==> src/sv/cnms_pkg.sv <==
`timescale 1ns / 1ps
`default_nettype none
package cnms_pkg;

  localparam logic [15:0] IOU_THR_RESET = 16'd29491;

  localparam logic ACT_LOAD = 1'b0;
  localparam logic ACT_RUN  = 1'b1;

  typedef struct packed {
    logic [15:0] bottom;
    logic [15:0] right;
    logic [15:0] top;
    logic [15:0] left;
  } box_t;

  typedef struct packed {
    logic [15:0] score;
    logic [7:0]  class_label;
  } lbl_t;

  typedef struct packed {
    logic valid;
    logic cand;
  } iou_ctl_t;

endpackage
`default_nettype wire

==> src/sv/cnms_iou.sv <==
`timescale 1ns / 1ps
`default_nettype none
module cnms_iou
  import cnms_pkg::*;
#(
  parameter int IW = 6
) (
  input  wire logic          clk,
  input  wire logic          rst,
  input  wire iou_ctl_t      req,
  input  wire logic [IW-1:0] req_idx,
  input  wire box_t          box_a,
  input  wire box_t          box_b,
  input  wire logic [15:0]   thr,
  output logic               rsp_valid,
  output logic               rsp_hit,
  output logic [IW-1:0]      rsp_idx
);

  // Stage 1: intersection edges and extents.
  logic          s1_v, s1_ov;
  logic [IW-1:0] s1_idx;
  logic [15:0]   s1_dw, s1_dh, s1_aw, s1_ah, s1_bw, s1_bh;
  // Stage 2: areas.
  logic          s2_v, s2_ov;
  logic [IW-1:0] s2_idx;
  logic [31:0]   s2_inter, s2_aa, s2_ab;
  // Stage 3: union.
  logic          s3_v, s3_ov;
  logic [IW-1:0] s3_idx;
  logic [31:0]   s3_inter;
  logic [32:0]   s3_uni;
  // Stage 4: threshold times union.
  logic          s4_v, s4_ov;
  logic [IW-1:0] s4_idx;
  logic [31:0]   s4_inter;
  logic [48:0]   s4_prod;

  logic [15:0] il, it, ir, ib;

  always_comb begin
    il = (box_a.left > box_b.left) ? box_a.left : box_b.left;
    it = (box_a.top > box_b.top) ? box_a.top : box_b.top;
    ir = (box_a.right < box_b.right) ? box_a.right : box_b.right;
    ib = (box_a.bottom < box_b.bottom) ? box_a.bottom : box_b.bottom;
  end

  always_ff @(posedge clk) begin
    if (rst) begin
      s1_v      <= 1'b0;
      s2_v      <= 1'b0;
      s3_v      <= 1'b0;
      s4_v      <= 1'b0;
      rsp_valid <= 1'b0;
    end else begin
      s1_v      <= req.valid;
      s2_v      <= s1_v;
      s3_v      <= s2_v;
      s4_v      <= s3_v;
      rsp_valid <= s4_v;
    end
    s1_idx <= req_idx;
    s1_ov  <= req.cand && (ir > il) && (ib > it);
    s1_dw  <= ir - il;
    s1_dh  <= ib - it;
    s1_aw  <= box_a.right - box_a.left;
    s1_ah  <= box_a.bottom - box_a.top;
    s1_bw  <= box_b.right - box_b.left;
    s1_bh  <= box_b.bottom - box_b.top;

    s2_idx   <= s1_idx;
    s2_ov    <= s1_ov;
    s2_inter <= s1_dw * s1_dh;
    s2_aa    <= s1_aw * s1_ah;
    s2_ab    <= s1_bw * s1_bh;

    s3_idx   <= s2_idx;
    s3_ov    <= s2_ov;
    s3_inter <= s2_inter;
    s3_uni   <= {1'b0, s2_aa} + {1'b0, s2_ab} - {1'b0, s2_inter};

    s4_idx   <= s3_idx;
    s4_ov    <= s3_ov;
    s4_inter <= s3_inter;
    s4_prod  <= 49'(thr) * 49'(s3_uni);

    rsp_idx <= s4_idx;
    rsp_hit <= s4_ov && ({1'b0, s4_inter, 16'h0000} > s4_prod);
  end

endmodule
`default_nettype wire

==> config.mk <==
export PLATFORM = sky130hd
export DESIGN_NAME = cnms_iou
export DESIGN_NICKNAME = d
export VERILOG_FILES = /design/src/sv/cnms_pkg.sv /design/src/sv/cnms_iou.sv
export SDC_FILE = /design/constraint.sdc
export NUM_CORES = 2
export LEC_CHECK = 0
export ABC_AREA = 1
export BUFFER_PORTS_ARGS = -buffer_cell sky130_fd_sc_hd__clkbuf_2
export CAP_MARGIN = 30
export CORE_MARGIN = 2
export CORE_UTILIZATION = 40
export DETAILED_ROUTE_END_ITERATION = 8
export PLACE_DENSITY_LB_ADDON = 0.2
export SETUP_SLACK_MARGIN = 0.1
export SLEW_MARGIN = 0
export SYNTH_ARGS = -nofsm -noshare
export SYNTH_HDL_FRONTEND = slang
export SYNTH_SLANG_ARGS = --single-unit
==> constraint.sdc <==
create_clock -name clk -period 10.9 [get_ports clk]
set_clock_uncertainty 0.1 [all_clocks]
set_input_delay 1.635 -clock clk [delete_from_list [all_inputs] [get_ports clk]]
set_output_delay 1.635 -clock clk [all_outputs]
set_load 0.02 [all_outputs]
**Word level (Yosys, flattened, before mapping)**

Index checks and enable logic that the tools add are counted.

- Output and inout bits: 8
- Logic and storage cells: 54
- Register bits: 378

- Order comparisons: 7
- Multipliers: 4
- Add/subtract/negate cells: 8
- Mux-type cells: 4
- Reductions and logical operators: 3

Operators with widths:

| kind | count |
|---|---|
| 16-bit by 16-bit multiplier with 32-bit output | 3 |
| 16-bit subtractor | 6 |
| 16-bit greater-than comparator | 4 |
| 16-bit 2-to-1 mux | 4 |
| 48-bit by 49-bit greater-than comparator with 1-bit output | 1 |
| 16-bit by 33-bit multiplier with 49-bit output | 1 |
| 32-bit by 32-bit adder with 33-bit output | 1 |
| 33-bit by 32-bit subtractor with 33-bit output | 1 |
| 16-bit < comparator | 2 |
| 1-bit logical AND | 3 |

**Longest topological paths before layout**

- Depth in word-level cells: 5
- Gate-level depth with buffers: 28

**Worst setup path after synthesis**

Ideal clock, no wire load.

- Kind: input-to-reg
- From: input thr[1]
- To: register s4_prod[42]
- Data required time: 10688 ps
- Path buffers: 2
- Stages: 25
- Path slack: 4169 ps
- Data arrival time: 6519 ps
- Path through: clkbuf_1 -> clkbuf_1 -> nand2_1 -> fa_1 -> inv_1 -> fa_1 -> inv_1 -> fa_1 -> inv_1 -> fa_1 -> fa_1 -> inv_1 -> fa_1 -> inv_1 -> ha_1 -> nand2_1 -> inv_1 -> nand2_1 -> inv_1 -> a21oi_1 -> nor2_1 -> nor2_1 -> nand2_1 -> nand2_1 -> nand2_1

- Longest elaborated chain between the ends: 1

Ends and longest elaborated chain:

| what | RTL line | RTL |
|---|---|---|
| start: declaration | cnms_iou.sv:14 | `input wire logic [15:0] thr,` |
| 16-bit by 33-bit multiplier with 49-bit output | cnms_iou.sv:85 | `s4_prod <= 49'(thr) * 49'(s3_uni);` |
| end signal: assignment | cnms_iou.sv:85 |  |
| end: declaration | cnms_iou.sv:37 | `logic [48:0] s4_prod;` |

No other way between the ends.
A chain may end at the register's enable or synchronous reset.

**Final worst setup path**

- From: input thr[4]
- To: register s4_prod[42]

The elaborated chain is that of the path after synthesis.

==> flow_summary.toml <==
[finish]
finish.instance_area_mm2 = 0.0689
drive_gt1_share_pct = 3.94
syn_to_final_growth_pct = 6.17
fin_cells = 10900
final_nets = 10600

[clock_tree]
clock_sinks = 378
htreeDepth = 2
clkLatencyLatePin_ns = 0.63
ctsHoldBuffers = 0
cts_max_path_buffers = 3
cts_root_buf = "clkbuf_16"
cts_tree = "built"
cts_buffers = 45
ctsResizeCount = 0
post_cts_buffers = 0
clk_pin_slew_ns = 0.06

[floorplanning]
die_h_um = 407
fp.dieArea_mm2 = 0.165
start_util_pct = 40.4
coreArea_mm2 = 0.161
die_x_um = 407
ios = 162
fp-row-count = 147

[routing]
wl_per_cell_um = 17.1
vias = 52400
antenna_left = 0
first_pass_iters = 5
drc = 0
wirelength_mm = 187
drt_iter0_drc = 2911
vias_per_cell = 4.79

[place]
hpwlAfterDp_mm = 157
io_buffers = 161
dpl_cell_area_mm2 = 0.0673
dp_cells = 10900
gp_congestion = 0.935
place_ws_ns = 3.44

[setup_path]
critPathCaptureType = "register"
path_common_cell = "inv_1"
crit_arrival_ns = 7.22
cp_slowest_stage_delay_ns = 0.71
crit_fanout = 33
reg2reg_slack_ns = 4.68
crit_path_start_kind = "input pin"
crit_type = "in -> reg"
path_cells = "clkbuf_2 > nand2_1 > fa_1 > inv_1 > fa_1 > inv_1 > fa_1 > inv_1 > fa_1 > fa_1 > inv_1 > fa_1 > inv_1 > ha_1 > nand2_1 > inv_1 > nand2_1 > inv_1 > a21oi_1 > nor2_1 > nor2_1 > nand2_1 > nand2_1 > nand2_1"
cp_data_required_time_ns = 11.32
crit_slowest_cell = "clkbuf_2"

[sta]
slew_viol_final = 0
fin_setup_tns_ns = 0
min_period_ns = 6.80
fin_crit_sh_pct = 62.4
tightest_slew_ns = 1.03
finalSetupViolations = 0
finalHoldViolCount = 0
max_freq_mhz = 147
rsz0062_at_grt = "false"
max-slew-margin-rel_pct = 31.0
setup_ws_ns = 4.10

[logic_synthesis]
synth-main-ff-cell = "dfxtp_1"
synth_edf_count = 0
ys_ff_latch = 378
syn_area_mm2 = 0.0649
syn_inst = 8857
ys_async_sr_fraction_pct = 0
yosysWarnings = 0
avgSynthCellArea_um2 = 7.33
ys_seq_area_share_pct = 11.7
synth_fp_nets = 10700
yosysUniqueCellTypes = 42

[global_routing]
gr-total-overflow = 0
grt_pass1_wl_mm = 303
grt_usage_pct = 23.4
grt_pass1_vias = 55700
antenna_found_initial = 3
grt_max_degree = 34

[worst_hold_path]
min_path_type = "reg -> reg"

[job]
maxCapViolCount = 0

[status]
status = "finished clean"
## critical path: cells and delay by family
kind / cells / cell delay [ns]
buf+inv: 8 / 1.09
fa+ha+maj: 7 / 3.35
simple gates: 8 / 0.88
compound gates: 1 / 0.24
## cell usage in the layout (no fill, tap or decap), types with 14 or more instances in the layout
| cell type | n |
|---|---|
| nand2_1 | 2596 |
| inv_1 | 2433 |
| fa_1 | 1052 |
| ha_1 | 652 |
| dfxtp_1 | 378 |
| nor2_1 | 289 |
| a21oi_1 | 283 |
| nand3_1 | 236 |
| clkbuf_2 | 161 |
| xor2_1 | 123 |
| o21ai_0 | 111 |
| nand4_1 | 57 |
| nor3_1 | 53 |
| clkbuf_16 | 46 |
| xnor2_1 | 40 |
| nand2_2 | 28 |
| a21o_1 | 24 |
| o21bai_1 | 20 |
| nor2_2 | 19 |
| a31oi_1 | 15 |
| nand3b_1 | 15 |
| o21a_1 | 14 |
## final cells by class
cell class	instances	area, µm²
antenna	2	5.00
multi-input combinational	5709	46900
tap	2160	2700
timing repair buffer	181	1120
fill	16700	91900
clock inverter	24	267
clock buffer	58	1210
sequential	378	7570
inverter	2436	9140
## cell families after synthesis
kind of cell	synth area share, %
compound gates	4.36
xor+xnor	2.20
fa+ha+maj	45.0
buf+inv	16.1
simple gates	20.7
flops	11.7
## cells in the mapped netlist (8+ instances only)
cell	instances	area (µm²)
o21bai_1	20	150
o21a_1	14	105
a21o_1	24	180
ha_1	652	8160
nand2_2	28	175
xnor2_1	40	350
nand3b_1	15	113
dfxtp_1	378	7570
nor3_1	53	265
nand3_1	236	1180
nand2_1	2596	9740
nor2_1	289	1080
inv_1	2433	9130
xor2_1	123	1080
nand4_1	57	357
o211ai_1	8	60.1
nand3_2	12	120
nor2_2	19	119
clkbuf_1	323	1210
fa_1	1052	21100
o21ai_0	111	556
o21ai_1	12	60.1
a31oi_1	15	93.8
o21ai_2	8	70.1
a21oi_1	283	1420
## registers in the layout (all words and copies together) (netlist names), 32 cells and up
| name | cells |
|---|---|
| s4_prod | 49 |
| s3_uni | 33 |
| s2_aa | 32 |
| s2_ab | 32 |
| s2_inter | 32 |
| s3_inter | 32 |
| s4_inter | 32 |
## worst paths after layout
check	start	to	cells after the start
worst min-delay path	s4_idx[4]	rsp_idx[4]	0
worst max-delay path	thr[4]	s4_prod[42]	24
worst max register to register	s1_ah[1]	s2_aa[31]	21
worst min register to register	s4_idx[4]	rsp_idx[4]	0
## metrics by stage
step / hold slack, ns / utilization, %
2_1_floorplan: 0.210 / -
3_5_place_dp: 0.212 / 41.9
5_1_grt: 0.217 / 42.9
4_1_cts: 0.205 / 42.8
3_3_place_gp: 0.210 / 41.8
6_report: 0.216 / 42.9
## metal layers
layer,track usage (%),share of wire [%],vias up
li1,-,-,25400
met1,30.0,44,25500
met2,41.4,49,1243
met3,2.02,4.0,227
met4,7.15,3.4,0
met5,0,0,-
Power is left out: the tool's default activity adds up to more than one toggle a clock period on the data nets, which glitch-free logic cannot reach.
